**src/rtl/nle_pkg.sv**
```systemverilog
// Package for the numeric literal encoder: shared types, character codes,
// register indexes and reset values. No dependencies.
package nle_pkg;

	localparam int CharW = 8;
	localparam int AccW  = 32;
	localparam int CfgIdxW = 2;

	// Configuration register indexes
	localparam logic [CfgIdxW-1:0] CFG_SHORT_OP = 2'd0;
	localparam logic [CfgIdxW-1:0] CFG_WORD_OP  = 2'd1;
	localparam logic [CfgIdxW-1:0] CFG_LONG_OP  = 2'd2;

	// Opcode reset values
	localparam logic [7:0] SHORT_OP_RST = 8'd1;
	localparam logic [7:0] WORD_OP_RST  = 8'd2;
	localparam logic [7:0] LONG_OP_RST  = 8'd3;

	// Characters of interest
	localparam logic [CharW-1:0] CH_HEX   = 8'h24; // '$'
	localparam logic [CharW-1:0] CH_MINUS = 8'h2D; // '-'
	localparam logic [CharW-1:0] CH_PLUS  = 8'h2B; // '+'
	localparam logic [CharW-1:0] CH_0     = 8'h30;
	localparam logic [CharW-1:0] CH_9     = 8'h39;
	localparam logic [CharW-1:0] CH_UA    = 8'h41;
	localparam logic [CharW-1:0] CH_UF    = 8'h46;
	localparam logic [CharW-1:0] CH_LA    = 8'h61;
	localparam logic [CharW-1:0] CH_LZ    = 8'h7A;
	localparam logic [CharW-1:0] CASE_OFS = 8'd32;

	// Literal encoding forms
	typedef enum logic [1:0] {
		FORM_SHORT,
		FORM_WORD,
		FORM_LONG
	} form_t;

	// Finished token handed from the parser to the emitter
	typedef struct packed {
		logic [AccW-1:0] acc;
		logic            negative;
		logic            failed;
	} tok_t;

	// Opcode registers
	typedef struct packed {
		logic [7:0] short_op;
		logic [7:0] word_op;
		logic [7:0] long_op;
	} ops_t;

endpackage

```
**src/rtl/numeric_literal_encoder_top.sv**
```systemverilog
// Numeric literal encoder top level: stream ports, opcode registers,
// parser and emitter. Depends on nle_pkg, nle_parse, nle_emit.
// Throughput: one character item per cycle; a token yields 1, 2, 3 or 5
// result items at one per cycle while m_tready is high, set by the emitter's byte counter.
// First result item valid in the cycle after the token's last character is taken.
// A last character waits only while the previous token's bytes are going out.
// Reset (arst_n low, async): token state cleared, emitter empty, opcodes 1/2/3.
module numeric_literal_encoder_top (
	input  logic                        clk,
	input  logic                        arst_n,
	input  logic                        s_tvalid,
	output logic                        s_tready,
	input  logic [7:0]                  s_tdata,   // [7:0] token_char
	input  logic                        s_tlast,   // token_end
	output logic                        m_tvalid,
	input  logic                        m_tready,
	output logic [7:0]                  m_tdata,   // [7:0] code_byte
	output logic                        m_tuser,   // [0] parse_failed
	output logic                        m_tlast,   // run_last
	input  logic                        cfg_we,
	input  logic [nle_pkg::CfgIdxW-1:0] cfg_index,
	input  logic [7:0]                  cfg_data
);

	nle_pkg::ops_t ops_q;
	nle_pkg::tok_t tok;
	logic          free;
	logic          s_take;

	// Opcode registers
	always_ff @(posedge clk or negedge arst_n) begin
		if (!arst_n) begin
			ops_q.short_op <= nle_pkg::SHORT_OP_RST;
			ops_q.word_op  <= nle_pkg::WORD_OP_RST;
			ops_q.long_op  <= nle_pkg::LONG_OP_RST;
		end else if (cfg_we) begin
			unique case (cfg_index)
				nle_pkg::CFG_SHORT_OP: ops_q.short_op <= cfg_data;
				nle_pkg::CFG_WORD_OP:  ops_q.word_op  <= cfg_data;
				nle_pkg::CFG_LONG_OP:  ops_q.long_op  <= cfg_data;
				default: ;
			endcase
		end
	end

	// A last character needs the emitter free; others always pass
	assign s_tready = !s_tlast || free;
	assign s_take   = s_tvalid && s_tready;

	nle_parse u_parse (
		.clk     (clk),
		.arst_n  (arst_n),
		.take    (s_take),
		.char_in (s_tdata),
		.end_in  (s_tlast),
		.tok     (tok)
	);

	nle_emit u_emit (
		.clk      (clk),
		.arst_n   (arst_n),
		.load     (s_take && s_tlast),
		.tok      (tok),
		.ops      (ops_q),
		.free     (free),
		.m_tvalid (m_tvalid),
		.m_tready (m_tready),
		.m_tdata  (m_tdata),
		.m_tuser  (m_tuser),
		.m_tlast  (m_tlast)
	);

endmodule

```
**src/rtl/nle_parse.sv**
```systemverilog
// Token parser: prefix handling, digit decode and accumulation.
// Depends on nle_pkg.
module nle_parse (
	input  logic                      clk,
	input  logic                      arst_n,
	input  logic                      take,      // a character item is accepted
	input  logic [nle_pkg::CharW-1:0] char_in,
	input  logic                      end_in,
	output nle_pkg::tok_t             tok        // token state after this item
);

	logic [nle_pkg::AccW-1:0] acc_q;
	logic hex_q, neg_q, fail_q, start_q;

	logic [nle_pkg::CharW-1:0] uc;
	logic [3:0] dval;
	logic       is_digit;
	logic       do_digit;
	logic       hex_n, neg_n, fail_n;
	logic [nle_pkg::AccW-1:0] acc_n, acc_mul;

	// Case fold and digit decode
	always_comb begin
		uc = char_in;
		if (char_in >= nle_pkg::CH_LA && char_in <= nle_pkg::CH_LZ) begin
			uc = char_in - nle_pkg::CASE_OFS;
		end
		is_digit = 1'b0;
		dval = 4'd0;
		if (uc >= nle_pkg::CH_0 && uc <= nle_pkg::CH_9) begin
			is_digit = 1'b1;
			dval = 4'(uc - nle_pkg::CH_0);
		end else if (hex_q && uc >= nle_pkg::CH_UA && uc <= nle_pkg::CH_UF) begin
			is_digit = 1'b1;
			dval = 4'(uc - nle_pkg::CH_UA + 8'd10);
		end
	end

	// Next token state
	always_comb begin
		hex_n = hex_q;
		neg_n = neg_q;
		fail_n = fail_q;
		acc_n = acc_q;
		do_digit = 1'b1;
		if (start_q) begin
			if (char_in == nle_pkg::CH_HEX) begin
				hex_n = 1'b1;
				do_digit = 1'b0;
			end else if (char_in == nle_pkg::CH_MINUS) begin
				neg_n = 1'b1;
				do_digit = 1'b0;
			end else if (char_in == nle_pkg::CH_PLUS) begin
				do_digit = 1'b0;
			end
		end
		// times 16 or times 10, wrapping
		acc_mul = hex_q ? (acc_q << 4) : ((acc_q << 3) + (acc_q << 1));
		if (do_digit && !fail_q) begin
			if (is_digit) begin
				acc_n = acc_mul + {{(nle_pkg::AccW-4){1'b0}}, dval};
			end else begin
				fail_n = 1'b1;
			end
		end
	end

	assign tok.acc      = acc_n;
	assign tok.negative = neg_n;
	assign tok.failed   = fail_n;

	// Token state registers; cleared at token end
	always_ff @(posedge clk or negedge arst_n) begin
		if (!arst_n) begin
			acc_q   <= '0;
			hex_q   <= 1'b0;
			neg_q   <= 1'b0;
			fail_q  <= 1'b0;
			start_q <= 1'b1;
		end else if (take) begin
			if (end_in) begin
				acc_q   <= '0;
				hex_q   <= 1'b0;
				neg_q   <= 1'b0;
				fail_q  <= 1'b0;
				start_q <= 1'b1;
			end else begin
				acc_q   <= acc_n;
				hex_q   <= hex_n;
				neg_q   <= neg_n;
				fail_q  <= fail_n;
				start_q <= 1'b0;
			end
		end
	end

endmodule

```
**src/rtl/nle_emit.sv**
```systemverilog
// Literal emitter: holds one finished token and sends its bytecode bytes.
// Depends on nle_pkg.
module nle_emit (
	input  logic          clk,
	input  logic          arst_n,
	input  logic          load,       // finished token arrives
	input  nle_pkg::tok_t tok,
	input  nle_pkg::ops_t ops,
	output logic          free,       // a token can be loaded this cycle
	output logic          m_tvalid,
	input  logic          m_tready,
	output logic [7:0]    m_tdata,    // [7:0] code_byte
	output logic          m_tuser,    // [0] parse_failed
	output logic          m_tlast     // run_last
);

	logic                     pend_q;
	logic [2:0]               idx_q;
	logic [nle_pkg::AccW-1:0] acc_q;
	logic                     neg_q, fail_q;

	logic [nle_pkg::AccW-1:0] v;
	nle_pkg::form_t           form;
	logic [2:0]               n_bytes;
	logic [7:0]               val_byte;
	logic                     m_take;

	// Signed value and encoding form
	always_comb begin
		v = neg_q ? -acc_q : acc_q;
		if (v[31:7] == '0 || v[31:7] == '1) begin
			form = nle_pkg::FORM_SHORT;
		end else if (v[31:16] == '0 || (v[31:16] == '1 && v[15:0] != '0)) begin
			form = nle_pkg::FORM_WORD;
		end else begin
			form = nle_pkg::FORM_LONG;
		end
	end

	// Output byte select
	always_comb begin
		unique case (idx_q)
			3'd1: val_byte = v[7:0];
			3'd2: val_byte = v[15:8];
			3'd3: val_byte = v[23:16];
			3'd4: val_byte = v[31:24];
			default: val_byte = 8'd0;
		endcase
		unique case (form)
			nle_pkg::FORM_SHORT: n_bytes = 3'd1;
			nle_pkg::FORM_WORD:  n_bytes = 3'd2;
			default:             n_bytes = 3'd4;
		endcase
		m_tuser = fail_q;
		if (fail_q) begin
			m_tdata = 8'd0;
			m_tlast = 1'b1;
		end else begin
			m_tlast = (idx_q == n_bytes);
			if (idx_q == 3'd0) begin
				unique case (form)
					nle_pkg::FORM_SHORT: m_tdata = ops.short_op;
					nle_pkg::FORM_WORD:  m_tdata = ops.word_op;
					default:             m_tdata = ops.long_op;
				endcase
			end else begin
				m_tdata = val_byte;
			end
		end
	end

	assign m_tvalid = pend_q;
	assign m_take   = pend_q && m_tready;
	assign free     = !pend_q || (m_take && m_tlast);

	// Control: pending flag and byte index
	always_ff @(posedge clk or negedge arst_n) begin
		if (!arst_n) begin
			pend_q <= 1'b0;
			idx_q  <= 3'd0;
		end else if (load) begin
			pend_q <= 1'b1;
			idx_q  <= 3'd0;
		end else if (m_take) begin
			if (m_tlast) begin
				pend_q <= 1'b0;
			end else begin
				idx_q <= idx_q + 3'd1;
			end
		end
	end

	// Token payload
	always_ff @(posedge clk) begin
		if (load) begin
			acc_q  <= tok.acc;
			neg_q  <= tok.negative;
			fail_q <= tok.failed;
		end
	end

endmodule
```
**config.mk**
```make
export PLATFORM = sky130hd
export DESIGN_NAME = numeric_literal_encoder_top
export DESIGN_NICKNAME = d
export VERILOG_FILES = /design/src/rtl/nle_pkg.sv /design/src/rtl/numeric_literal_encoder_top.sv /design/src/rtl/nle_parse.sv /design/src/rtl/nle_emit.sv
export SDC_FILE = /design/constraint.sdc
export NUM_CORES = 1
export LEC_CHECK = 0
export BUFFER_PORTS_ARGS = -buffer_cell sky130_fd_sc_hd__buf_2
export CELL_PAD_IN_SITES_DETAIL_PLACEMENT = 1
export CELL_PAD_IN_SITES_GLOBAL_PLACEMENT = 2
export CORE_MARGIN = 2
export CORE_UTILIZATION = 36
export CTS_CLUSTER_SIZE = 14
export DETAILED_ROUTE_END_ITERATION = 12
export PLACE_DENSITY = 0.85
export SLEW_MARGIN = 20
export SYNTH_ARGS = -nofsm -noshare
export SYNTH_HDL_FRONTEND = slang
export SYNTH_SLANG_ARGS = --single-unit
export TNS_END_PERCENT = 20
```
**constraint.sdc**
```tcl
create_clock -name clk -period 5 [get_ports clk]
set_clock_uncertainty 0.1 [all_clocks]
set_input_delay 0.5 -clock clk [delete_from_list [all_inputs] [get_ports clk]]
set_output_delay 0.5 -clock clk [all_outputs]
set_load 0.005 [all_outputs]
```
After elaboration in Yosys (flattened, before gate mapping). Index checks and enable logic that the tools add are counted.

$add $sub $neg: 8. $lt $le $gt $ge: 6. Equal/unequal tests: 14. Multiplexer cells: 39. Reduce and logical (&&, ||, !) cells: 33.

Operators by type and width (count): 2-to-1 mux 32 bit (5); adder 32 bit (1); adder 32 x 4 -> 32 bit (1); negation 32 bit (1); one-hot mux 8 bit (4 select lines) (1); == test 25 bit, second input constant (1); zero test 25 bit (1); == test 8 x 6 -> 1 bit, second input constant (3); 2-to-1 mux 8 bit (3); 2-to-1 mux 1 bit (21); == test 16 bit, second input constant (1); greater-or-equal comparator 8 x 7 -> 1 bit, second input constant (2); <= comparator 8 x 7 -> 1 bit, second input constant (2); zero test 16 bit (1); one-hot mux 8 bit (2 select lines) (1); nonzero test 16 bit (1); logical AND 1 bit (10); AND reduction 2 bit (5); 2-to-1 mux 3 bit (3); greater-or-equal comparator 8 x 6 -> 1 bit, second input constant (1); <= comparator 8 x 6 -> 1 bit, second input constant (1); 2-to-1 mux 4 bit (2); nonzero test 2 bit (4); subtractor 4 x 1 -> 4 bit, second input constant (2); 17 further kinds (26).

Bits in registers: 98. Input bits: 24. Output and inout port bits: 12. Logic and storage cells: 113.

Longest topological paths before layout. Gate-level depths: netlist of run 1.

Word-level depth: 18. Mapped depth: 21. Mapped depth without buffers: 20.

Modules after synthesis. From an unflattened synthesis of run 1, not the netlist that was laid out.

Cells, all modules: 1128. Area total of the unflattened synthesis: 9451.6 µm².

By module, submodules not included: nle_parse (times used 1, cells each 653, area an instance 4860.9 µm², seq. area each 902.1 µm²); nle_emit (times used 1, cells each 421, area an instance 3654.8 µm², seq. area each 1121.1 µm²); numeric_literal_encoder_top (times used 1, cells each 54, area an instance 935.9 µm², seq. area each 605.6 µm²).

Worst setup path before layout of run 1. Ideal clock, no wire load.

Kind: reg-to-reg. Start point: register u_emit.acc_q[17] (netlist name). End point: register u_emit.acc_q[0] (netlist name), enable pin. Setup time: 0.425 ns. Arrival: 5.005 ns. Required time: 4.475 ns. Setup slack: -0.530 ns. Stages on the path, launching flop included: 14. Path buffers: 2. Clock period less this slack: 5.530 ns. Cells stage by stage: edfxtp_1 > buf_6 > or4_4 > or4_1 > buf_2 > or4_4 > mux2_4 > a32oi_1 > nor2_1 > and3_4 > a211o_1 > o21ai_0 > a21boi_0 > nor2_1.

Cells in the longest elaborated chain, start to end: 16. Elaborated cells between the ends (all ways): 21. Classes of those cells: 1 x add/sub; 4 x eq/ne; 5 x mux; 11 x reduce/logical.

RTL lines: start: declaration (line nle_emit.sv:19) `logic [nle_pkg::AccW-1:0] acc_q;`; start signal: assignment (line nle_emit.sv:96) `acc_q <= tok.acc;`; negation 32 bit (line nle_emit.sv:30) `v = neg_q ? -acc_q : acc_q;`; 2-to-1 mux 32 bit (*) (line nle_emit.sv:30); == test 16 bit (line nle_emit.sv:33) `end else if (v[31:16] == '0 || (v[31:16] == '1 && v[15:0] != '0)) begin`; logical AND 1 bit (line nle_emit.sv:33); logical OR 1 bit (line nle_emit.sv:33); 2-to-1 mux 2 bit (line nle_emit.sv:33); 2-to-1 mux 2 bit (*) (line nle_emit.sv:31) `if (v[31:7] == '0 || v[31:7] == '1) begin`; == test 2 x 1 -> 1 bit or zero test 2 bit (tied branches) (line nle_emit.sv:49) `unique case (form)`; [2 not listed]; 2-to-1 mux 1 bit (*) (line nle_emit.sv:55) `if (fail_q) begin`; via m_tlast (line numeric_literal_encoder_top.sv:19) `output logic m_tlast,`; logical AND 1 bit (*) (line nle_emit.sv:74) `assign free = !pend_q || (m_take && m_tlast);`; logical OR 1 bit (*) (line nle_emit.sv:74); logical OR 1 bit (*) (line numeric_literal_encoder_top.sv:47) `assign s_tready = !s_tlast || free;`; logical AND 1 bit (*) (line numeric_literal_encoder_top.sv:48) `assign s_take = s_tvalid && s_tready;`; logical AND 1 bit (*) (line numeric_literal_encoder_top.sv:62) `.load (s_take && s_tlast),`; via u_emit.load (line nle_emit.sv:6) `input logic load,`.

The timed path passes the listed nets; every way through them passes the cells marked *. A chain may end at the register's enable or synchronous reset.

Worst setup path in the final report of run 1.
Start point: register u_emit.acc_q[16] (netlist name). End point: output port m_tdata[0].

Cells in the longest elaborated chain, start to end: 11. Elaborated cells between the ends (all ways): 17. Classes of those cells: 1 x add/sub; 3 x eq/ne; 7 x mux; 6 x reduce/logical.

RTL lines: negation 32 bit (line nle_emit.sv:30); 2-to-1 mux 32 bit (*) (line nle_emit.sv:30); == test 16 bit (line nle_emit.sv:33); logical AND 1 bit (line nle_emit.sv:33); logical OR 1 bit (line nle_emit.sv:33); 2-to-1 mux 2 bit (line nle_emit.sv:33); 2-to-1 mux 2 bit (line nle_emit.sv:31); == test 2 x 1 -> 1 bit or zero test 2 bit (tied branches) (line nle_emit.sv:61) `unique case (form)`; one-hot mux 8 bit (2 select lines) (line nle_emit.sv:61); 2-to-1 mux 8 bit (*) (line nle_emit.sv:60) `if (idx_q == 3'd0) begin`; 2-to-1 mux 8 bit (*) (line nle_emit.sv:55); end: declaration (line numeric_literal_encoder_top.sv:17) `output logic [7:0] m_tdata,`.

Every way passes the cells marked *; elsewhere a longest branch is shown, timed or not.

==> impl_metrics.csv, run 1 <==
group,metric,value,unit
critical_path,worstPathCellList,"or4_4, or4_4, or4_4, mux2_4, a32oi_1, nor2_1, and3_4, a21oi_4, buf_4, o22ai_1, a211o_1, a21oi_1, buf_2",
synthesis,yosys-mux-area-fraction,4.92,%
synthesis,synth.avg_cell_area,8.42,um2
die,pin_count,36,
clock_network,clk_latency,0.36,ns
global_routing,grt_antenna_before_repair,1,
sta,hold_violations,0,
routing,first_pass_iters,5,
routing,routed_via_density,5.82,
routing,route.detailed.drc,0,
synthesis,ys_types,81,
synthesis,synth_area,8870,um2
clock_network,cts_made_buffers,9,
synthesis,syn_inst,1054,
critical_path,worstSetupPathType,"reg2out",
sta,fmax,204,MHz
pwr,power,0.00234,W
sta,worst_slew_pin_slew,0.903,ns
synthesis,synth-compound-area-share,26.1,%
routing,drt-wirelength-per-cell,18.8,um
pwr,power.density,230,nW/um2
synthesis,yosys.area_share.xor_xnor,7.31,%
clock_network,clock-sinks,98,
synthesis,synthTopCellsByCount,"nand2_1, o21ai_0, nor2_1",
placed_design,hpwl,20700,um
global_routing,grt_max_degree,68,
critical_path,max_stage_delay,0.59,ns
die,rows,57,
job,max_cap_viol_count,0,
die,start_util,36.6,%
die,dieArea,25900,um2
critical_path,critPathCaptureType,"output pin",
die,die_h,161,um
finish,num_antenna_cells,0,
sta,min_period_over_period,98.0,%
synthesis,syn_nets,1124,
die,coreArea,24200,um2
global_routing,grt.total_usage,20.8,%
synthesis,synth_area_leaders,"dfrtp_1, edfxtp_1, ha_1, nand2_1, o21ai_0",
sta,drv_slew,0,
finish,final_layout_size_suffix_gt1_share,16.5,%
synthesis,synthSimpleGateAreaFrac,20.8,%
clock_network,htreeDepth,3,
critical_path,path_buf_inv,2,
synthesis,synth-seq-area-share,29.6,%
sta,slew-limit-headroom,39.8,%
routing,drt_iter0_drc,560,
critical_path,cp_top_family,"simple AND/OR/NAND/NOR gates",
synthesis,synth_flop_cell,"dfrtp_1",
synthesis,yosys.area.top_type_share,16.6,%
pwr,ir_drop,0.150,mV
placed_design,io_buffers,35,
synthesis,async_flop_share,65.3,%
critical_path,crit_top_cell,"or4_4",
clock_network,cts_root_buf,"clkbuf_16",
critical_path,worstPathArrival,4.30,ns
synthesis,synth_edf_count,34,
finish,syn2layout_area_growth,14.5,%
finish,fin_util,41.9,%
die,die_w,161,um
clock_network,cts_hold_buf,0,
critical_path,cp-start-kind,"register",
critical_path,slowest_stage,"or4_4",
synthesis,yosys_register_bits,98,
global_routing,grt_pass1_vias,8346,
finish,fin_nets,1177,
status,status,"finished, final reports clean",
routing,wl,26900,um
clock_network,clockBufferDepth,2,
routing,vias,8359,
placed_design,gp_congestion,0.836,
synthesis,synth_top_family_by_area,"compound AO/OA/AOI/OAI gates",
global_routing,grt_overflow,0,
synthesis,synth_top_cell_by_area,"dfrtp_1",
synthesis,yosysMostFrequentCell,"nand2_1",
sta,min_period,4.90,ns
critical_path,path_max_fanout,5,
global_routing,grt_pass1_wl,44300,um
synthesis,synth_adder_area_share,6.66,%
routing,ant_nets,0,
pwr,p_leak,4.21,nW
worst_hold_path,hp-class,"in2async",
sta,setup_violations,0,
sta,rsz0062_at_grt,"yes",
clock_network,path_clk_slew,0.09,ns
clock_network,cts_tree,"yes",
synthesis,synth_warnings,0,
critical_path,worstPathRequired,4.40,ns
==> repair_timing <==
item | in CTS | in global routing
resized for setup | 7 | 19
pin swaps | 0 | 9
cloned | 0 | 0
endpoints found under the setup margin | 8 | 20
buffers inserted | 1 | 4
==> stage by stage <==
stage          setup TNS (ns)  instance area, um2  worst slack [ns]  hold slack (ns)  instances
2_1_floorplan               0                8870            0.0134            0.104       1054
3_3_place_gp                0                9680            0.0471            0.377       1415
3_5_place_dp           -0.218                9680           -0.0776            0.394       1415
4_1_cts                     0               10000            0.0389            0.261       1432
5_1_grt               -0.0613               10200           -0.0287            0.281       1436
6_report                    0               10200             0.100            0.222       1436
==> layout make-up <==
class,instances,area [um2]
well taps,324,405
fillers,2949,14100
repair buffers,98,673
clock inverters,6,75.1
clock buffers,10,250
flip-flops and latches,98,2630
multi-input cells,856,5960
inverters,44,165
==> final timing paths <==
check / endpoint / slack, ns / depth (start not counted) / from
max in group asynchronous: u_parse.hex_q$_DFFE_PN0P_ / 3.94 / 2 / arst_n
setup / recovery: m_tdata[0] / 0.10 / 13 / u_emit.acc_q[16]$_DFFE_PP_
setup reg to reg: u_emit.acc_q[25]$_DFFE_PP_ / 0.34 / 14 / u_emit.acc_q[16]$_DFFE_PP_
min in group clk: ops_q[9]$_DFFE_PN1P_ / 0.30 / 2 / cfg_data[1]
hold / removal: ops_q[13]$_DFFE_PN0P_ / 0.22 / 2 / arst_n
hold reg to reg: u_parse.start_q$_DFFE_PN1P_ / 0.41 / 2 / u_parse.start_q$_DFFE_PN1P_
==> cell families (layout without fill, tap and decap cells) <==
family / after synthesis / count (layout)
XOR/XNOR: 74 / 74
adder cells (fa/ha/maj): 46 / 46
flip-flops: 98 / 98
buffers and inverters: 100 / 158
multiplexers: 40 / 40
AND/OR/NAND/NOR: 361 / 361
AO/OA/AOI/OAI: 335 / 335
==> report_power, final <==
group	internal (W)	switching (W)	leakage [nW]	total (W)
combinational	0.000248	0.000349	2.90	0.000597
clock	0.000390	0.000358	0.160	0.000748
sequential	0.000914	0.0000792	1.15	0.000994
==> cell usage in the layout, fill, tap and decap left out, types with 20 or more instances in the layout <==
cell      netlist  routed
a21oi_1        51      50
a22o_1         26      26
buf_2           5      35
buf_4           0      61
dfrtp_1        59      58
edfxtp_1       34      34
ha_1           44      44
inv_1          44      44
mux2_2         25      25
nand2_1       115     114
nand3_1        21      21
nand4_1        20      20
nor2_1         61      58
nor3_1         22      20
o21ai_0        81      79
o31ai_1        23      21
xnor2_1        31      31
xor2_1         43      43
==> routing by layer <==
metal  vias up  part of all wire (%)  GRT usage [%]
met5         -                 0.048              0
met4         2                   1.2           3.61
li1       4071                     -              -
met3        21                   2.2           2.13
met1      4171                    48           28.5
met2        94                    48           35.9
==> flip-flops by register name, indices dropped and copies added, names as in the netlist <==
name and count:
u_emit.neg_q 1, u_parse.neg_q 1, u_parse.start_q 1, u_emit.idx_q 3, u_parse.hex_q 1, ops_q 24, u_emit.acc_q 32, u_parse.fail_q 1
u_parse.acc_q 32, u_emit.m_tvalid 1, u_emit.m_tuser 1
==> worst reg2reg max path, cell delays in order, from the launching register on <==
cell,delay (ns)
edfxtp_1,0.40
or4_4,0.59
or4_4,0.44
or4_4,0.58
mux2_4,0.32
a32oi_1,0.23
nor2_1,0.11
and3_4,0.20
buf_4,0.14
a211o_1,0.30
o21ai_0,0.25
a21boi_1,0.14
buf_4,0.16
nor2_2,0.15
buf_12,0.23
Power figures use the tool's default switching activity.
==> inputs of run 2 (changes only) <==
- CORE_ASPECT_RATIO: unset -> 0.8
- RECOVER_POWER: unset -> 100
==> impl_metrics.csv, run 2 (synthesized netlist as in run 1, its figures left out) <==
group,metric,value,unit
finish,num_antenna_cells,0,
critical_path,slowest_stage,"or4_1",
sta,min_period,4.85,ns
global_routing,grt_pass1_wl,45700,um
placed_design,dpl_cell_area,9680,um2
pwr,swShare,32.1,%
clock_network,cts_root_buf,"clkbuf_16",
finish,top_regs,"u_emit.acc_q (32), u_parse.acc_q (32), ops_q (24)",
clock_network,clockBufferDepth,2,
die,dieArea,25900,um2
placed_design,hpwl,21400,um
critical_path,r2r-start,"u_emit.acc_q[16]$_DFFE_PP_",
routing,vias,8370,
die,rows,51,
sta,rsz0062_at_grt,"yes",
clock_network,htreeDepth,3,
sta,drv_slew,49,
placed_design,io_buffers,35,
pwr,power,0.00237,W
global_routing,grt_antenna_before_repair,0,
pwr,combPwrFrac,25.9,%
status,status,"finished with violations",
routing,routed_via_density,5.84,
routing,highest_layer,"met4",
global_routing,grt.total_usage,21.6,%
die,pin_count,36,
critical_path,rr_worst_depth,12,
die,die_h,144,um
global_routing,grt_overflow,0,
clock_network,clk_latency,0.36,ns
sta,slew-limit-headroom,-85.3,%
routing,route.met3.wl,700,um
pwr,ir_drop,0.137,mV
finish,fin_area,10200,um2
sta,min_period_over_period,96.9,%
job,max_cap_viol_count,1,
sta,hold_violations,0,
die,coreArea,24200,um2
critical_path,critPathCaptureType,"output pin",
clock_network,path_clk_slew,0.07,ns
routing,drt_iter0_drc,509,
routing,dr_wl_met2,12600,um
status,violations,"max-capacitance violations, max-slew violations",
critical_path,worstPathArrival,4.25,ns
routing,ant_nets,0,
worst_hold_path,hp-class,"in2reg",
finish,final_common_cell,"nand2_1",
finish,syn2layout_area_growth,15.0,%
sta,setup_violations,0,
routing,first_pass_iters,5,
die,die_w,180,um
worst_hold_path,holdPathStages,2,
sta,worst_slew_pin_slew,2.78,ns
critical_path,worstPathRequired,4.40,ns
pwr,p_leak,4.19,nW
critical_path,cp-start-kind,"register",
critical_path,max_stage_delay,0.71,ns
critical_path,worstPathCellList,"or4_1, nor2_2, nand2_1, o31ai_1, a32oi_1, nor4_2, and3_4, a21oi_4, and2_2, a211o_1, a21oi_1, buf_2",
routing,wl_met1,14300,um
finish,final_cell_mix,"nand2_1, o21ai_0, buf_4, nor2_1, dfrtp_1",
finish,fin_util,42.1,%
routing,wl,27900,um
placed_design,gp_congestion,0.881,
clock_network,cts_made_buffers,9,
finish,fin_nets,1181,
critical_path,r2r_setup_slack,0.32,ns
critical_path,r2r_end,"u_emit.acc_q[26]$_DFFE_PP_",
global_routing,grt_max_degree,55,
pwr,p_sw,0.000761,W
clock_network,cts_tree,"yes",
die,start_util,36.6,%
global_routing,grt_pass1_vias,8514,
worst_hold_path,min_to,"ops_q[6]$_DFFE_PN0P_",
sta,fmax,206,MHz
routing,route.detailed.drc,0,
pwr,p_int,0.00161,W
worst_hold_path,hp-start,"cfg_data[6]",
finish,final_layout_size_suffix_gt1_share,16.2,%
routing,drt-wirelength-per-cell,19.4,um
clock_network,clock-sinks,98,
critical_path,path_max_fanout,8,
pwr,p_seq_share,41.8,%
pwr,power.density,233,nW/um2
pwr,p_clk_share,32.2,%
critical_path,worstSetupPathType,"reg2out",
finish,num-fill-cells,2913,
## run 2: per-layer routing
layer	vias to the layer above	track usage [%]
met5	-	0
met4	0	4.92
met3	18	2.14
met2	117	35.6
met1	4155	30.7
li1	4080	-
## run 2: worst max path at each step
| stage | from | endpoint | slack [ns] | cells after the start |
|---|---|---|---|---|
| detailed placement | s_tdata[0] | u_parse.acc_q[22]$_DFFE_PN0P_ | 0.06 | 21 |
| global route | s_tdata[6] | u_emit.acc_q[31]$_DFFE_PP_ | -0.03 | 22 |
| finish | u_emit.acc_q[2]$_DFFE_PP_ | m_tdata[1] | 0.15 | 12 |
| global placement | s_tdata[6] | u_emit.acc_q[31]$_DFFE_PP_ | 0.12 | 22 |
| CTS | u_emit.acc_q[16]$_DFFE_PP_ | m_tdata[1] | 0.001 | 14 |
| floorplan | u_emit.acc_q[17]$_DFFE_PP_ | u_emit.acc_q[0]$_DFFE_PP_ | 0.01 | 13 |
## run 2: layout make-up
| type | count | area [um2] | area share [%] |
|---|---|---|---|
| Inverter | 44 | 165 | 1.62 |
| Tap cell | 318 | 398 | 3.90 |
| Clock inverter | 5 | 87.6 | 0.858 |
| Clock buffer | 11 | 233 | 2.28 |
| Timing Repair Buffer | 102 | 673 | 6.60 |
| Sequential cell | 98 | 2630 | 25.8 |
| Multi-Input combinational cell | 856 | 6020 | 59.0 |
## run 2: critical path: cells and delay by family (launching register included)
kind / cells / cell delay [ns]
DFF: 1 / 0.51
AOI/OAI and AO/OA: 5 / 1.08
and+or+nand+nor: 6 / 2.15
buffers and inverters: 1 / 0.15
## run 2: timing repair
| item | 4_1_cts | 5_1_grt |
|---|---|---|
| gates resized for setup | 5 | 28 |
| buffers inserted | 2 | 4 |
| endpoints found under the setup margin | 9 | 51 |
| hold buffers | 1 | 0 |
| hold endpoints to repair | 14 | 0 |
| pin swaps | 0 | 12 |
## run 2: power by group through the flow
stage	registers (W)	clock network (W)	logic, W
6_report	0.000993	0.000765	0.000616
5_1_grt	0.00100	0.000807	0.000680
4_1_cts	0.000992	0.000782	0.000608
3_5_place_dp	0.00101	0	0.000600
3_3_place_gp	0.00100	0	0.000583
2_1_floorplan	0.000976	0	0.000421
## run 2: through the flow
step,TNS [ns],worst slack (ns),hold WS (ns),instances
finish,0,0.154,0.302,1434
global route,-0.624,-0.0258,0.309,1434
CTS,0,0.00140,0.294,1430
detailed placement,0,0.0648,0.336,1411
global placement,0,0.122,0.331,1411
floorplan,0,0.0134,0.104,1054
==> inputs of run 3 (changes only) <==
- CTS_CLUSTER_DIAMETER: unset -> 60
- SYNTH_HIERARCHICAL: unset -> 1
==> impl_metrics.csv, run 3 <==
group,metric,value,unit
sta,slew-limit-headroom,-153,%
synthesis,synth_edf_count,34,
critical_path,r2r_setup_slack,0.13,ns
clock_network,path_clk_slew,0.08,ns
worst_hold_path,hp-start,"cfg_data[6]",
sta,worst_slew_pin_slew,3.80,ns
global_routing,grt_overflow,0,
routing,route.detailed.drc,0,
critical_path,startpoint,"u_emit/acc_q[4]$_DFFE_PP_",
sta,drv_slew,88,
sta,fmax,201,MHz
die,coreArea,26100,um2
routing,drt-wirelength-per-cell,21.3,um
synthesis,syn_nets,1198,
synthesis,synth.avg_cell_area,8.38,um2
synthesis,yosys_register_bits,98,
finish,syn2layout_area_growth,14.3,%
synthesis,synth_area,9450,um2
status,status,"finished with violations",
die,die_h,149,um
worst_hold_path,hp-class,"in2reg",
clock_network,cts_root_buf,"clkbuf_16",
synthesis,synthTopCellsByCount,"nand2_1, o21ai_0, nor2_1",
routing,first_pass_iters,5,
clock_network,clk_latency,0.36,ns
finish,fin_nets,1252,
routing,drt_iter0_drc,816,
routing,vias,9349,
finish,final_common_cell,"nand2_1",
sta,hold_violations,0,
finish,final_layout_size_suffix_gt1_share,18.0,%
critical_path,path_max_fanout,7,
pwr,ir_drop,0.143,mV
synthesis,synth-seq-area-share,27.8,%
finish,num-fill-cells,3127,
status,violations,"max-capacitance violations, max-slew violations",
global_routing,grt_pass1_vias,9204,
sta,setup_violations,0,
pwr,combPwrFrac,15.5,%
pwr,p_sw,0.000557,W
global_routing,globalRouteMet1Util,33.5,%
global_routing,grt_max_degree,65,
pwr,p_seq_share,47.2,%
job,max_cap_viol_count,3,
synthesis,synth_warnings,6,
synthesis,yosysMostFrequentCell,"nand2_1",
placed_design,hpwl,24700,um
die,dieArea,27600,um2
global_routing,busiest_layer,"met2",
worst_hold_path,holdPathStages,2,
sta,setup_tns,0,ns
clock_network,cts_tree,"yes",
routing,routed_via_density,6.06,
placed_design,io_buffers,35,
critical_path,worstSetupPathType,"reg2out",
clock_network,htreeDepth,3,
global_routing,grt_antenna_before_repair,0,
global_routing,grt_pass1_wl,50900,um
pwr,power.density,181,nW/um2
synthesis,async_flop_share,65.3,%
clock_network,clock-sinks,98,
finish,final_cell_mix,"nand2_1, o21ai_0, buf_4, nor2_1, dfrtp_1",
synthesis,ys_types,113,
die,rows,53,
pwr,p_leak,4.16,nW
critical_path,worstPathArrival,4.36,ns
clock_network,clockBufferDepth,2,
synthesis,yosys.area.top_type_share,15.6,%
pwr,swShare,28.4,%
finish,top_regs,"u_emit/acc_q (32), u_parse/acc_q (32), ops_q (24)",
die,start_util,36.3,%
sta,holdWs,0.310,ns
critical_path,rr_worst_depth,17,
global_routing,grt.total_usage,23.4,%
sta,min_period_over_period,99.3,%
die,die_w,185,um
global_routing,grt_use_met3,3.76,%
critical_path,r2r_end,"u_parse/hex_q$_DFFE_PN0P_",
worst_hold_path,min_to,"ops_q[22]$_DFFE_PN0P_",
clock_network,cts_made_buffers,9,
synthesis,synth_area_leaders,"dfrtp_1, edfxtp_1, ha_1, nand2_1, o21ai_0",
placed_design,gp_congestion,0.901,
critical_path,worstPathRequired,4.40,ns
pwr,p_clk_share,37.3,%
synthesis,synth_flop_cell,"dfrtp_1",
routing,wl,32800,um
critical_path,cp-start-kind,"register",
routing,ant_nets,0,
synthesis,synth_top_cell_by_area,"dfrtp_1",
synthesis,syn_inst,1128,
finish,num_antenna_cells,0,
critical_path,r2r-start,"u_emit/acc_q[4]$_DFFE_PP_",
global_routing,use_met2,37.6,%
pwr,p_int,0.00140,W
die,pin_count,36,
critical_path,critPathCaptureType,"output pin",
sta,min_period,4.96,ns
==> run 3: worst max path at each step <==
stage	end	slack, ns
5_1_grt	s_tready	-0.09
4_1_cts	s_tready	-0.003
6_report	s_tready	0.04
2_1_floorplan	u_parse/acc_q[19]$_DFFE_PN0P_	0.23
3_3_place_gp	u_emit/acc_q[29]$_DFFE_PP_	0.18
3_5_place_dp	u_parse/hex_q$_DFFE_PN0P_	0.03
==> run 3: kinds of logic (layout without fill, tap and decap cells) <==
group	count (synthesis)	count (layout)	share of synthesized area [%]
and+or+nand+nor	445	446	25.4
xor gates and xnor gates	68	68	6.30
DFF	98	98	27.8
adders and majority gates	46	46	6.25
muxes	40	40	4.63
AOI/OAI and AO/OA	334	334	25.4
buffers and inverters	97	155	4.22
==> run 3: cell type report <==
cell class	count	area, um2	share of cell area (%)
Multi-Input combinational cell	934	6600	61.0
Tap cell	357	447	4.13
Timing Repair Buffer	107	711	6.58
Inverter	32	120	1.11
Sequential cell	98	2630	24.3
Clock inverter	7	76.3	0.707
Clock buffer	9	225	2.08
==> run 3: power by group through the flow <==
| stage | sequential, W | combinational, W | clock [W] |
|---|---|---|---|
| after floorplan | 0.000927 | 0.000179 | 0 |
| after global placement | 0.000935 | 0.000275 | 0 |
| after detailed placement | 0.000940 | 0.000284 | 0 |
| after CTS | 0.000924 | 0.000287 | 0.000746 |
| after global routing | 0.000932 | 0.000329 | 0.000774 |
| final | 0.000926 | 0.000304 | 0.000731 |
==> run 3: routing by layer <==
metal  vias up  part of all wire (%)
met2       233                    46
li1       4396                     -
met4         0                  0.93
met5         -                     0
met1      4689                    48
met3        31                   5.5
==> run 3: worst max-delay path: stages, from the launching register on <==
cell	delay [ns]
edfxtp_1	0.40
or4_4	0.61
or4_4	0.64
o41ai_4	0.50
xor2_2	0.16
nor3_1	0.14
and4b_1	0.27
nand4_4	0.15
a2111oi_4	0.45
a21oi_2	0.10
a31oi_2	0.19
nand2b_4	0.17
buf_4	0.12
buf_2	0.10
==> run 3: what timing repair did <==
action                                  in CTS  in global routing
setup buffers                                1                 16
pin swaps                                    1                 24
gates cloned                                 0                  1
endpoints found under the setup margin      14                 72
resized for setup                            1                 37
hold buffers                                 0                  0
==> run 3: stage by stage <==
step | area [um2] | instances | worst slack, ns | util (%) | power (W)
after floorplan | 9450 | 1128 | 0.226 | - | 0.00111
after global placement | 10200 | 1510 | 0.183 | 39.2 | 0.00121
after detailed placement | 10200 | 1510 | 0.0306 | 39.2 | 0.00122
after CTS | 10500 | 1527 | -0.00304 | 40.4 | 0.00196
after global routing | 10800 | 1544 | -0.0928 | 41.5 | 0.00204
final | 10800 | 1544 | 0.0372 | 41.5 | 0.00196
